$ cat config.mk
export PLATFORM = sky130hd
export DESIGN_NAME = ordered_list_engine_top
export DESIGN_NICKNAME = d
export VERILOG_FILES = /design/src/rtl/core/ole_pkg.sv /design/src/rtl/core/ole_cell.sv /design/src/rtl/core/ordered_list_engine_top.sv
export SDC_FILE = /design/constraint.sdc
export NUM_CORES = 1
export LEC_CHECK = 0
export BUFFER_PORTS_ARGS = -buffer_cell sky130_fd_sc_hd__buf_4
export CORE_ASPECT_RATIO = 0.75
export CORE_MARGIN = 3
export CORE_UTILIZATION = 50
export DETAILED_ROUTE_END_ITERATION = 12
export PLACE_DENSITY = 0.63
export SYNTH_ARGS = -nofsm -noshare
export SYNTH_HDL_FRONTEND = slang
export SYNTH_SLANG_ARGS = --single-unit
$ cat constraint.sdc
create_clock -name aclk -period 11.7 [get_ports aclk]
set_input_delay 1.755 -clock aclk [delete_from_list [all_inputs] [get_ports aclk]]
set_output_delay 1.755 -clock aclk [all_outputs]
set_load 0.005 [all_outputs]
$ cat src/rtl/core/ole_pkg.sv
package ole_pkg;

    localparam int CAPACITY = 16;
    localparam int DATA_W   = 32;
    localparam int OP_W     = 3;
    localparam int CNT_W    = $clog2(CAPACITY + 1);

    typedef enum logic [OP_W-1:0] {
        OP_PUSH_FRONT = 3'd0,
        OP_PUSH_BACK  = 3'd1,
        OP_INS_AFTER  = 3'd2,
        OP_POP_FRONT  = 3'd3,
        OP_POP_BACK   = 3'd4,
        OP_DEL_MATCH  = 3'd5
    } op_t;

    typedef enum logic [1:0] {
        ST_DONE      = 2'd0,
        ST_NOT_FOUND = 2'd1,
        ST_EMPTY     = 2'd2,
        ST_FULL      = 2'd3
    } status_t;

    typedef enum logic [1:0] {
        SEL_HOLD,
        SEL_LEFT,
        SEL_RIGHT,
        SEL_LOAD
    } cell_sel_t;

    typedef struct packed {
        logic      capture;
        logic      live;
        cell_sel_t sel;
    } cell_ctl_t;

    typedef enum logic [1:0] {
        S_IDLE,
        S_SEARCH,
        S_APPLY
    } state_t;

    typedef struct packed {
        logic [OP_W-1:0]          operation;
        logic signed [DATA_W-1:0] value;
        logic signed [DATA_W-1:0] match_key;
    } in_item_t;

    typedef struct packed {
        status_t          status;
        logic [CNT_W-1:0] length;
    } out_item_t;

endpackage

$ cat src/rtl/core/ole_cell.sv
module ole_cell import ole_pkg::*; (
    input  logic                     aclk,
    input  cell_ctl_t                ctl,
    input  logic signed [DATA_W-1:0] key,
    input  logic signed [DATA_W-1:0] left_data,
    input  logic signed [DATA_W-1:0] right_data,
    input  logic signed [DATA_W-1:0] load_data,
    input  logic                     found_in,
    output logic signed [DATA_W-1:0] data,
    output logic                     found_out,
    output logic                     hit
);

    logic signed [DATA_W-1:0] data_reg, data_next;
    logic                     match_reg, match_next;

    always_comb begin
        match_next = ctl.capture ? (ctl.live && (data_reg == key)) : match_reg;
        unique case (ctl.sel)
            SEL_HOLD:  data_next = data_reg;
            SEL_LEFT:  data_next = left_data;
            SEL_RIGHT: data_next = right_data;
            SEL_LOAD:  data_next = load_data;
            default:   data_next = data_reg;
        endcase
    end

    always_ff @(posedge aclk) begin
        data_reg  <= data_next;
        match_reg <= match_next;
    end

    assign data      = data_reg;
    assign found_out = found_in | match_reg;
    assign hit       = match_reg & ~found_in;

endmodule

$ cat src/rtl/core/ordered_list_engine_top.sv
// channel   ports                       direction  carries
// input     s_valid s_ready s_data      in         operation, value, match_key
// result    m_valid m_ready m_data      out        status, length
//
// each transaction steps through accept, search and apply; a new one is taken only after apply
// search compares the key in every cell at once, the first-match flag ripples down the row
// apply shifts the affected cells by one place (push back loads the tail cell) and writes the result register
// a stalled result holds apply until the result register frees up
// aresetn (synchronous, active low) empties the list and drops m_valid
module ordered_list_engine_top import ole_pkg::*; (
    input  logic      aclk,
    input  logic      aresetn,
    input  logic      s_valid,
    output logic      s_ready,
    input  in_item_t  s_data,
    output logic      m_valid,
    input  logic      m_ready,
    output out_item_t m_data
);

    state_t           state_reg, state_next;
    in_item_t         cmd_reg, cmd_next;
    logic [CNT_W-1:0] count_reg, count_next;
    logic             m_valid_reg, m_valid_next;
    out_item_t        m_data_reg, m_data_next;

    logic signed [DATA_W-1:0] cell_data [CAPACITY];
    cell_ctl_t                cell_ctl  [CAPACITY];
    logic [CAPACITY-1:0]      found_out;
    logic [CAPACITY-1:0]      found_in;
    logic [CAPACITY-1:0]      hit;
    logic [CAPACITY-1:0]      hit_prev;

    logic out_free;
    logic full;
    logic empty;
    logic any_hit;
    logic apply;

    assign out_free = !m_valid_reg || m_ready;
    assign full     = (count_reg == CNT_W'(CAPACITY));
    assign empty    = (count_reg == '0);
    assign any_hit  = found_out[CAPACITY-1];
    assign apply    = (state_reg == S_APPLY) && out_free;

    for (genvar i = 0; i < CAPACITY; i++) begin : g_cell
        logic signed [DATA_W-1:0] left_d;
        logic signed [DATA_W-1:0] right_d;

        if (i == 0) begin : g_head
            assign left_d      = cmd_reg.value;
            assign found_in[i] = 1'b0;
            assign hit_prev[i] = 1'b0;
        end else begin : g_body
            assign left_d      = cell_data[i-1];
            assign found_in[i] = found_out[i-1];
            assign hit_prev[i] = hit[i-1];
        end

        if (i == CAPACITY - 1) begin : g_tail
            assign right_d = cell_data[i];
        end else begin : g_inner
            assign right_d = cell_data[i+1];
        end

        ole_cell u_cell (
            .aclk       (aclk),
            .ctl        (cell_ctl[i]),
            .key        (cmd_reg.match_key),
            .left_data  (left_d),
            .right_data (right_d),
            .load_data  (cmd_reg.value),
            .found_in   (found_in[i]),
            .data       (cell_data[i]),
            .found_out  (found_out[i]),
            .hit        (hit[i])
        );
    end

    // per-cell shift control
    always_comb begin
        for (int i = 0; i < CAPACITY; i++) begin
            cell_ctl[i].capture = (state_reg == S_SEARCH);
            cell_ctl[i].live    = (CNT_W'(i) < count_reg);
            cell_ctl[i].sel     = SEL_HOLD;
            if (apply) begin
                unique case (op_t'(cmd_reg.operation))
                    OP_PUSH_FRONT: begin
                        if (!full) cell_ctl[i].sel = SEL_LEFT;
                    end
                    OP_PUSH_BACK: begin
                        if (!full && (CNT_W'(i) == count_reg)) cell_ctl[i].sel = SEL_LOAD;
                    end
                    OP_INS_AFTER: begin
                        if (!full) begin
                            if (hit_prev[i]) cell_ctl[i].sel = SEL_LOAD;
                            else if (found_in[i]) cell_ctl[i].sel = SEL_LEFT;
                        end
                    end
                    OP_POP_FRONT: begin
                        if (!empty) cell_ctl[i].sel = SEL_RIGHT;
                    end
                    OP_DEL_MATCH: begin
                        if (!empty && found_out[i]) cell_ctl[i].sel = SEL_RIGHT;
                    end
                    default: cell_ctl[i].sel = SEL_HOLD;
                endcase
            end
        end
    end

    always_ff @(posedge aclk) begin
        if (!aresetn) begin
            state_reg   <= S_IDLE;
            count_reg   <= '0;
            m_valid_reg <= 1'b0;
        end else begin
            state_reg   <= state_next;
            count_reg   <= count_next;
            m_valid_reg <= m_valid_next;
        end
        cmd_reg    <= cmd_next;
        m_data_reg <= m_data_next;
    end

    always_comb begin
        state_next   = state_reg;
        cmd_next     = cmd_reg;
        count_next   = count_reg;
        m_valid_next = m_valid_reg && !m_ready;
        m_data_next  = m_data_reg;
        s_ready      = 1'b0;

        unique case (state_reg)
            S_IDLE: begin
                s_ready = 1'b1;
                if (s_valid) begin
                    cmd_next   = s_data;
                    state_next = S_SEARCH;
                end
            end
            S_SEARCH: begin
                state_next = S_APPLY;
            end
            S_APPLY: begin
                if (out_free) begin
                    m_data_next.status = ST_DONE;
                    unique case (op_t'(cmd_reg.operation))
                        OP_PUSH_FRONT, OP_PUSH_BACK: begin
                            if (full) m_data_next.status = ST_FULL;
                            else count_next = count_reg + 1'b1;
                        end
                        OP_INS_AFTER: begin
                            if (full) m_data_next.status = ST_FULL;
                            else if (!any_hit) m_data_next.status = ST_NOT_FOUND;
                            else count_next = count_reg + 1'b1;
                        end
                        OP_POP_FRONT, OP_POP_BACK: begin
                            if (empty) m_data_next.status = ST_EMPTY;
                            else count_next = count_reg - 1'b1;
                        end
                        OP_DEL_MATCH: begin
                            if (empty) m_data_next.status = ST_EMPTY;
                            else if (!any_hit) m_data_next.status = ST_NOT_FOUND;
                            else count_next = count_reg - 1'b1;
                        end
                        default: m_data_next.status = ST_DONE;
                    endcase
                    m_data_next.length = count_next;
                    m_valid_next       = 1'b1;
                    state_next         = S_IDLE;
                end
            end
            default: state_next = S_IDLE;
        endcase
    end

    assign m_valid = m_valid_reg;
    assign m_data  = m_data_reg;

endmodule

# --- Word-level counts from Yosys, hierarchy flattened ---
# Cells that the tools add are included.
totals:
  reg_bits: 610
  in_bits: 71
  out_inout_bits: 9
  word_cells: 416
op_classes:
  add_sub_neg: 2
  n_lt_le_gt_ge: 16
  eq_ne: 89
  n_mux: 145
  bitwise: 43
  n_reduce_logical: 81
ops:
  columns: ["operator", "n"]
  rows:
  - ["$pmux W32 S3", 14]
  - ["$eq A32 B32 Y1", 16]
  - ["$mux W2", 85]
  - ["$pmux W2 S5", 15]
  - ["$pmux W32 S2", 2]
  - ["$eq A2 B2 Y1 const B", 33]
  - ["$logic_and A1 B1 Y1", 50]
  - ["$eq A4 B5 Y1 const A", 8]
  - ["$lt A4 B5 Y1 const A", 8]
  - ["$eq A2 B1 Y1 const B", 17]
  - ["$logic_not A2 Y1", 17]
  - ["$mux W5", 6]
  - ["$eq A3 B5 Y1 const A", 4]
  - ["$lt A3 B5 Y1 const A", 4]
  - ["$pmux W5 S4", 1]
  - ["$mux W1", 19]
  - ["$pmux W2 S4", 2]
  - ["$or A1 B1 Y1", 15]
  - ["$and A1 B1 Y1", 14]
  - ["$not A1 Y1", 14]
  - ["$eq A2 B5 Y1 const A", 2]
  - ["$lt A1 B5 Y1 const A", 2]
  - ["$lt A2 B5 Y1 const A", 2]
  - ["$reduce_or A2 Y1", 4]
  - ["14 further kinds", 22]

# --- Logic depth before layout (Yosys ltp) ---
# Gate-level depths: netlist (run 1).
logic_depth:
  depth_word: 21
  depth_mapped: 14
  mapped_depth_nobuf: 8

# --- Hierarchy ---
# From an unflattened synthesis (run 1), not the netlist that was laid out.
hier_totals:
  cells_unflattened: 3363
  hier_area_um2: 36434.9
by_module_without_submodules:
  columns: ["module", "instances", "cells_each", "area_each_um2", "seq_area_each_um2"]
  rows:
  - ["ole_cell", 16, 187, 2020.7, 991.0]
  - ["ordered_list_engine_top", 1, 371, 4103.9, 2382.3]

# --- Worst setup path before layout (run 1) ---
# OpenSTA, ideal clock, no wires.
synth_timing:
  path_type: "input port to flip-flop"
  from: "input m_ready"
  to: "register g_cell[0].u_cell.data_reg[0] (enable)"
  setup_ns: 0.470
  t_arrival_ns: 5.303
  required_ns: 11.230
  setup_slack_ns: 5.927
  path_stages: 7
  path_buffers: 2
  cell_sequence: "nand2b_1 nand2_1 inv_1 nand2_1 clkbuf_1 buf_1 a211oi_1"
synth_via:
  elab_chain_cells: 4
synth_lines:
  columns: ["element", "line_no", "text"]
  rows:
  - ["start, declared", "ordered_list_engine_top.sv:17", "input logic m_ready,"]
  - ["$logic_or A1 B1 Y1", "ordered_list_engine_top.sv:40", "assign out_free = !m_valid_reg || m_ready;"]
  - ["$logic_and A1 B1 Y1", "ordered_list_engine_top.sv:44", "assign apply = (state_reg == S_APPLY) && out_free;"]
  - ["named net apply", "ordered_list_engine_top.sv:38", "logic apply;"]
  - ["$mux W2", "ordered_list_engine_top.sv:86", "if (apply) begin"]
  - ["$logic_not A2 Y1", "ole_cell.sv:19", "unique case (ctl.sel)"]
  - ["end signal, assigned", "ole_cell.sv:29", "data_reg <= data_next;"]
  - ["end, declared", "ole_cell.sv:14", "logic signed [DATA_W-1:0] data_reg, data_next;"]
# The timed path passes the listed nets, and every way through them passes these cells.
# A chain may end at the register's enable or synchronous reset.

# --- Worst setup path after layout (run 1) ---
layout_timing:
  from: "register count_reg[1]"
  to: "register g_cell[2].u_cell.data_reg[1] (enable)"
layout_via:
  elab_chain_cells: 7
  elab_cells_between_ends: 15
  classes_between: "2 x eq/ne; 7 x mux; 6 x reduce/logical"
layout_lines:
  columns: ["element", "line_no", "text"]
  rows:
  - ["start, declared", "ordered_list_engine_top.sv:23", "logic [CNT_W-1:0] count_reg, count_next;"]
  - ["start signal, assigned", "ordered_list_engine_top.sv:119", "count_reg <= count_next;"]
  - ["$eq A5 B5 Y1 / $logic_not A5 Y1 (equally long branches)", "ordered_list_engine_top.sv:41, ordered_list_engine_top.sv:42", null]
  - ["$logic_not A1 Y1 (on tied branches)", null, null]
  - ["$logic_and A1 B1 Y1 (on tied branches)", "ordered_list_engine_top.sv:92, ordered_list_engine_top.sv:104", null]
  - ["$mux W2 (on tied branches)", "ordered_list_engine_top.sv:92, ordered_list_engine_top.sv:104", null]
  - ["$pmux W2 S5 *", "ordered_list_engine_top.sv:87", "unique case (op_t'(cmd_reg.operation))"]
  - ["$mux W2 *", "ordered_list_engine_top.sv:86", null]
  - ["$logic_not A2 Y1 *", "ole_cell.sv:19", null]
  - ["end signal, assigned", "ole_cell.sv:29", null]
  - ["end, declared", "ole_cell.sv:14", null]
# Mark *: on every way between the ends. The rest lies on a longest branch, timed or not.

==> results.tsv, run 1 <==
metric	value	unit
wire_length_of_the_first_global_routing_pass	197000	µm
worst_case_clock_skew	0.0277	ns
leakagePower	14.6	nW
syn-cell-area	36800	µm²
cts_hold_repair.buffers	0	
clock_tree_from_tritoncts	done	
result_of_the_run	complete, no violations	
detailed_place_hpwl	95000	µm
critPathLaunchType	register	
netlist-cell-type-count	82	
cts_max_level	3	
finish.net_count	3364	
postSynthAreaPerCell	11.1	µm²
die_width	319	µm
critPathKind	reg2reg	
number_of_flip_flops_in_the_largest_register	512	
critical_path_required	11.94	ns
ir_drop	0.125	mV
antenna_left	0	
yosys_most_used_dff	sky130_fd_sc_hd__edfxtp_1	
synth_common_cells	sky130_fd_sc_hd__edfxtp_1 (602), sky130_fd_sc_hd__mux2i_1 (387), sky130_fd_sc_hd__nand2_1 (294)	
start_util	0.508	
async_reset_ff_frac	0	
synth.yosys.warnings	0	
timing.final.max_slew_violations	0	
timing.max_cap.violations	0	
synth_sequential_area_ratio	0.496	
r2r.worst_path.cells	8	
fraction_of_the_mapped_netlist_area_in_compound_gates	0.0892	
clk_pin_slew	0.06	ns
final_layout_size_suffix_gt1_frac	0.142	
finish.instance_area	40500	µm²
hold_path_end	m_valid	
avgViaCountPerCell	6.71	
die_y	241	µm
grt_antenna_before_repair	3	
grt_pass1_vias	26942	
detailedRoute.firstIterationViolations	4675	
gp_routability_congestion	0.962	
ys_seq_elements	610	
dr.pass1.iters	7	
fillerInstances	6115	
clock_latency_reported_for_the_late_side_of_the_worst_skew_pair	0.64	ns
grt_start_max_net_pins	66	
hold_violations	0	
arrival_time_worst_endpoint	5.10	ns
synthMuxAreaShare	0.148	
grt_use_total	0.358	
synthXorXnorAreaFrac	0.123	
reg2reg_slack	6.84	ns
critical_path_end_type	register	
min-delay-path-class	reg2reg	
drt_drc_violations_left	0	
clockRootBuffer	sky130_fd_sc_hd__clkbuf_16	
r2r_start	count_reg[1]	
finalSetupViolCount	0	
timing_worst_slew_pin_value	1.32	ns
cts_resized	0	
holdPathStages	2	
synth_largest_type_area_fraction	0.492	
yosysMostFrequentCell	sky130_fd_sc_hd__edfxtp_1	
synth-simple-area-share	0.107	
die_area	76800	µm²
yosys-top-cells-area	sky130_fd_sc_hd__edfxtp_1 (49%), sky130_fd_sc_hd__mux2i_1 (11%), sky130_fd_sc_hd__xor2_1 (6.9%)	
tritoncts.num_buffers	67	
mappedNetlistNets	3386	
max-slew-margin-rel	0.120	
placement.setup.worst_slack	6.64	ns
fin_tns_setup	0	ns
synthToLayoutAreaGrowth	10.1	%
fp.coreArea	72300	µm²
highest_achievable_clock_rate	0.206	GHz
routedWlPerCell	32.8	µm
ios	80	
r2r-end	g_cell[2].u_cell.data[1]	
detail_route.wirelength	141000	µm
count_of_mapped_cells_out_of_synthesis	3310	
detailed_place.area	38400	µm²
post-route-period-util	0.416	
grt_overflow_total	0	
cts.path.max_buffers	3	
std_cell_rows	85	
io_buffers	79	
timing.critical_path.fanout_max	65	
post_synth_fa_ha_maj_area_fraction	0.00170	
combinational_family_with_the_most_area_after_synthesis	multiplexers	
post-route-util	0.559	
pwr_density_cell	128	nW/µm²
vias_after_detailed_routing	28853	
worst_slack	6.84	ns
worstHoldStart	state_reg[1]	
synth-edff-count	602	
timing.final.crit_period	4.86	ns
synth_top_area_cell	sky130_fd_sc_hd__edfxtp_1	
unrepaired_setup_endpoints_after_global_routing	no	
cts_num_sinks	610	
postCtsSetupBuffers	0	
## stage by stage
stage / hold WS, ns / power [W] / cells
floorplan: 0.497 / 0.00286 / 3310
global placement: 0.528 / 0.00309 / 4176
detailed placement: 0.541 / 0.00309 / 4176
CTS: 0.546 / 0.00516 / 4300
global route: 0.593 / 0.00528 / 4300
finish: 0.547 / 0.00517 / 4301
## layout make-up
type | count | area, µm² | share of cell area
Antenna cell | 1 | 2.50 | 0.0000619
Clock buffer | 80 | 1770 | 0.0437
Clock inverter | 44 | 328 | 0.00810
Inverter | 6 | 22.5 | 0.000557
Multi-Input combinational cell | 2414 | 17500 | 0.432
Sequential cell | 610 | 18200 | 0.451
Tap cell | 957 | 1200 | 0.0296
Timing Repair Buffer | 189 | 1420 | 0.0351
## per-layer routing
layer / global-route usage / vias up / part of all wire
met4: 0.124 / 4 / 0.037
li1: - / 12094 / -
met5: 0 / - / 0.00020
met3: 0.170 / 337 / 0.18
met2: 0.438 / 2344 / 0.36
met1: 0.539 / 14074 / 0.42
## placed cells by master, fill, tap and decap left out, types with 5 or more instances in the layout
| cell | instances |
|---|---|
| sky130_fd_sc_hd__edfxtp_1 | 602 |
| sky130_fd_sc_hd__mux2i_1 | 387 |
| sky130_fd_sc_hd__nand2_1 | 292 |
| sky130_fd_sc_hd__xor2_1 | 291 |
| sky130_fd_sc_hd__o21ai_0 | 272 |
| sky130_fd_sc_hd__xnor2_1 | 226 |
| sky130_fd_sc_hd__nor2_1 | 190 |
| sky130_fd_sc_hd__buf_4 | 189 |
| sky130_fd_sc_hd__a21oi_1 | 183 |
| sky130_fd_sc_hd__mux2_2 | 98 |
| sky130_fd_sc_hd__nor4_1 | 86 |
| sky130_fd_sc_hd__nand4_1 | 70 |
| sky130_fd_sc_hd__clkbuf_16 | 69 |
| sky130_fd_sc_hd__and3_1 | 35 |
| sky130_fd_sc_hd__a221oi_1 | 33 |
| sky130_fd_sc_hd__mux2_4 | 30 |
| sky130_fd_sc_hd__nand3_1 | 29 |
| sky130_fd_sc_hd__nor3_1 | 20 |
| sky130_fd_sc_hd__clkinv_1 | 18 |
| sky130_fd_sc_hd__a31oi_1 | 11 |
| sky130_fd_sc_hd__clkbuf_1 | 11 |
| sky130_fd_sc_hd__clkinv_2 | 10 |
| sky130_fd_sc_hd__or4_1 | 8 |
| sky130_fd_sc_hd__dfxtp_1 | 8 |
| sky130_fd_sc_hd__clkinvlp_4 | 7 |
| sky130_fd_sc_hd__nor2b_1 | 6 |
| sky130_fd_sc_hd__inv_1 | 6 |
| sky130_fd_sc_hd__or3_1 | 6 |
| sky130_fd_sc_hd__and4_1 | 6 |
| sky130_fd_sc_hd__nand2b_1 | 5 |
| sky130_fd_sc_hd__o21a_1 | 5 |
| sky130_fd_sc_hd__ha_1 | 5 |
## critical path, cell delays in order, from the launching register on
cell and delay, ns:
sky130_fd_sc_hd__dfxtp_1 0.88, sky130_fd_sc_hd__inv_1 0.37, sky130_fd_sc_hd__ha_1 0.40, sky130_fd_sc_hd__and4bb_2 0.40, sky130_fd_sc_hd__nor2_4 0.52, sky130_fd_sc_hd__nand3b_1 0.21, sky130_fd_sc_hd__a31oi_4 0.19, sky130_fd_sc_hd__buf_4 0.51
sky130_fd_sc_hd__a21o_1 0.96
## power by group
group,switching (W),internal (W),leakage [nW]
Combinational,0.000415,0.000212,8.10
Clock,0.000939,0.00115,1.01
Sequential,0.0000370,0.00242,5.53
Total,0.00139,0.00378,14.6
## logic make-up after synthesis
kind of cell / after synthesis
AOI/OAI and AO/OA: 571
DFF: 610
buffers and inverters: 286
and+or+nand+nor: 805
muxes: 516
xor gates and xnor gates: 517
adders and majority gates: 5
## worst max path at each step
stage / startpoint / to / slack, ns / cells after the start
2_1_floorplan: m_ready / g_cell[0].u_cell.data[0] / 5.93 / 7
3_3_place_gp: m_ready / g_cell[15].u_cell.data[0] / 6.69 / 11
3_5_place_dp: m_ready / g_cell[15].u_cell.data[0] / 6.64 / 11
4_1_cts: count_reg[1] / g_cell[2].u_cell.data[1] / 6.93 / 7
5_1_grt: count_reg[1] / g_cell[2].u_cell.data[1] / 6.56 / 8
6_report: count_reg[1] / g_cell[2].u_cell.data[1] / 6.84 / 8
No activity file was read; power rests on OpenSTA's default activity.
==> run 2: changes to the inputs <==
==> constraint.sdc (replaced) <==
create_clock -name aclk -period 4.93 [get_ports aclk]
set_input_delay 0.7395 -clock aclk [delete_from_list [all_inputs] [get_ports aclk]]
set_output_delay 0.7395 -clock aclk [all_outputs]
set_load 0.005 [all_outputs]
==> run 2 against run 1 <==
  * The run now ends with capacitance limit left
  * Power grew 140%
  * Non-clock buffer count up 26
  * Sequential share of layout area shrank 0.20 points
  * Critical path depth is 1 lower
  * Sequential cell count is the same
  * Critical endpoint is now g_cell[14].u_cell.data[8]
  * Largest cell class unchanged
  * Largest power group unchanged
  * Highest routed layer unchanged
==> results.tsv, run 2 (synthesis results as in run 1) <==
metric	value	unit	change
gp_routability_congestion	0.976		was 0.962
clock_latency_reported_for_the_late_side_of_the_worst_skew_pair	0.64	ns	about the same
grt_antenna_before_repair	3		unchanged
result_of_the_run	finished with violations		was complete, no violations
finish.net_count	3390		was 3364
finish.instance_area	40600	µm²	was 40500 µm²
tritoncts.num_buffers	67		unchanged
ios	80		unchanged
die_y	241	µm	unchanged
clock_tree_from_tritoncts	done		unchanged
power.switching_fraction	0.266		was 0.269
timing.critical_path.fanout_max	32		was 65
critical_path_end_type	register		unchanged
unrepaired_setup_endpoints_after_global_routing	no		unchanged
critPathKind	reg2reg		unchanged
post-route-period-util	0.800		was 0.416
ir_drop	0.251	mV	was 0.125 mV
final.hold.worst_slack	0.277	ns	was 0.547 ns
post-route-util	0.562		was 0.559
postCtsSetupBuffers	0		unchanged
grt_pass1_vias	27228		was 26942
switchingPower	0.00326	W	was 0.00139 W
detailed_place.area	38600	µm²	was 38400 µm²
drt_drc_violations_left	0		unchanged
final_layout_size_suffix_gt1_frac	0.146		was 0.142
detail_route.wirelength	131000	µm	was 141000 µm
number_of_flip_flops_in_the_largest_register	512		unchanged
leakagePower	14.8	nW	was 14.6 nW
die_area	76800	µm²	unchanged
synthToLayoutAreaGrowth	10.5	%	was 10.1%
die_width	319	µm	unchanged
power.share.combinational	0.113		was 0.121
fin_tns_setup	0	ns	unchanged
critical_path_required	5.27	ns	was 11.94 ns
cp_cell_instances	nor4_1 -> nand3_1 -> nor3_1 -> o211a_2 -> buf_4 -> mux2i_1 -> a21oi_1		was inv_1 -> ha_1 -> and4bb_2 -> nor2_4 -> nand3b_1 -> a31oi_4 -> buf_4 -> a21o_1
max-slew-margin-rel	0.00855		was 0.120
detailed_place_hpwl	98900	µm	was 95000 µm
hold_violations	0		unchanged
timing.max_cap.violations	1		was 0
detailedRoute.firstIterationViolations	3818		was 4675
pwr-share-clk	0.404		was 0.405
violations	capacitance limit		
cts_hold_repair.buffers	0		unchanged
cts_resized	0		unchanged
avgViaCountPerCell	6.54		was 6.71
io_buffers	79		unchanged
grt_start_max_net_pins	65		was 66
timing.final.crit_period	3.94	ns	was 4.86 ns
grt_use_total	0.336		was 0.358
cts_max_level	3		unchanged
cts.path.max_buffers	3		unchanged
commonest_non_fill_non_tap_cell_in_the_layout	sky130_fd_sc_hd__edfxtp_1		unchanged
cellInternalPower	0.00898	W	was 0.00378 W
cp_slowest_stage_delay	0.67	ns	was 0.96 ns
dr.pass1.iters	5		was 7
arrival_time_worst_endpoint	4.28	ns	was 5.10 ns
start_util	0.508		unchanged
timing_worst_slew_pin_value	1.45	ns	was 1.32 ns
clockRootBuffer	sky130_fd_sc_hd__clkbuf_16		unchanged
grt_overflow_total	0		unchanged
pwr_density_cell	301	nW/µm²	was 128 nW/µm²
std_cell_rows	85		unchanged
cts_num_sinks	610		unchanged
critPathBufInv	1		was 2
fp.coreArea	72300	µm²	unchanged
vias_after_detailed_routing	28282		was 28853
routedWlPerCell	30.3	µm	was 32.8 µm
worst_case_clock_skew	0.0342	ns	was 0.0277 ns
slowest_stage_cell_on_the_critical_path	sky130_fd_sc_hd__nand3_1		was sky130_fd_sc_hd__a21o_1
finalSetupViolCount	0		unchanged
antenna_left	0		unchanged
highest_achievable_clock_rate	0.254	GHz	was 0.206 GHz
reg2reg_slack	0.99	ns	was 6.84 ns
worst_slack	0.986	ns	was 6.84 ns
critPathLaunchType	register		unchanged
layout.cells.most_common_list	sky130_fd_sc_hd__edfxtp_1 (602), sky130_fd_sc_hd__mux2i_1 (387), sky130_fd_sc_hd__nand2_1 (292)		unchanged
cp_top_family	simple AND/OR/NAND/NOR gates		was compound AO/OA/AOI/OAI gates
wire_length_of_the_first_global_routing_pass	190000	µm	was 197000 µm
clk_pin_slew	0.06	ns	about the same
min-delay-path-class	in2reg		was reg2reg
seq_power_share	0.483		was 0.474
placement.setup.worst_slack	1.05	ns	was 6.64 ns
timing.final.max_slew_violations	0		unchanged
-- run 2: cell count changes in the layout (fill, tap and decap cells not counted) --
cell                         before  now
sky130_fd_sc_hd__inv_6            4    3
sky130_fd_sc_hd__buf_4          189  213
sky130_fd_sc_hd__inv_16           0    2
sky130_fd_sc_hd__clkinv_1        18   19
sky130_fd_sc_hd__buf_12           0    2
sky130_fd_sc_hd__clkinv_8         2    0
sky130_fd_sc_hd__clkinvlp_4       7    0
sky130_fd_sc_hd__clkbuf_1        11   14
sky130_fd_sc_hd__clkinv_2        10    9
-- run 2: path summary, 6_finish.rpt --
check,from,depth (start not counted),end
max,g_cell[3].u_cell.match_reg,7,g_cell[14].u_cell.data[8]
min,s_data[25],1,cmd_reg[25]
max reg2reg,g_cell[3].u_cell.match_reg,7,g_cell[14].u_cell.data[8]
min reg2reg,state_reg[1],2,m_valid
-- run 2: power groups by stage --
stage | Clock (W) | Combinational [W] | Sequential, W
after floorplan | 0 | 0.000891 | 0.00590
after global placement | 0 | 0.00131 | 0.00602
after detailed placement | 0 | 0.00133 | 0.00602
after CTS | 0.00499 | 0.00133 | 0.00591
after global routing | 0.00521 | 0.00144 | 0.00591
final | 0.00495 | 0.00138 | 0.00591
-- run 2: layout make-up --
| class | count | area [µm²] |
|---|---|---|
| inverter | 6 | 22.5 |
| clock inverter | 36 | 273 |
| sequential | 610 | 18200 |
| tap | 957 | 1200 |
| fill | 6278 | 31700 |
| timing repair buffer | 215 | 1640 |
| antenna | 1 | 2.50 |
| clock buffer | 83 | 1780 |
| multi-input combinational | 2414 | 17500 |
-- run 2: stage by stage --
| step | std cells | total power, W |
|---|---|---|
| after CTS | 4321 | 0.0122 |
| after global routing | 4321 | 0.0126 |
| final | 4322 | 0.0122 |
| after detailed placement | 4202 | 0.00734 |
| after floorplan | 3310 | 0.00679 |
| after global placement | 4202 | 0.00733 |
-- run 2: metal layers --
metal	routed length, µm	GRT usage	vias up
met2	52700	0.461	1695
met1	56600	0.492	14238
met3	18800	0.137	200
li1	-	-	12145
met5	285	0.0258	-
met4	2760	0.0709	4
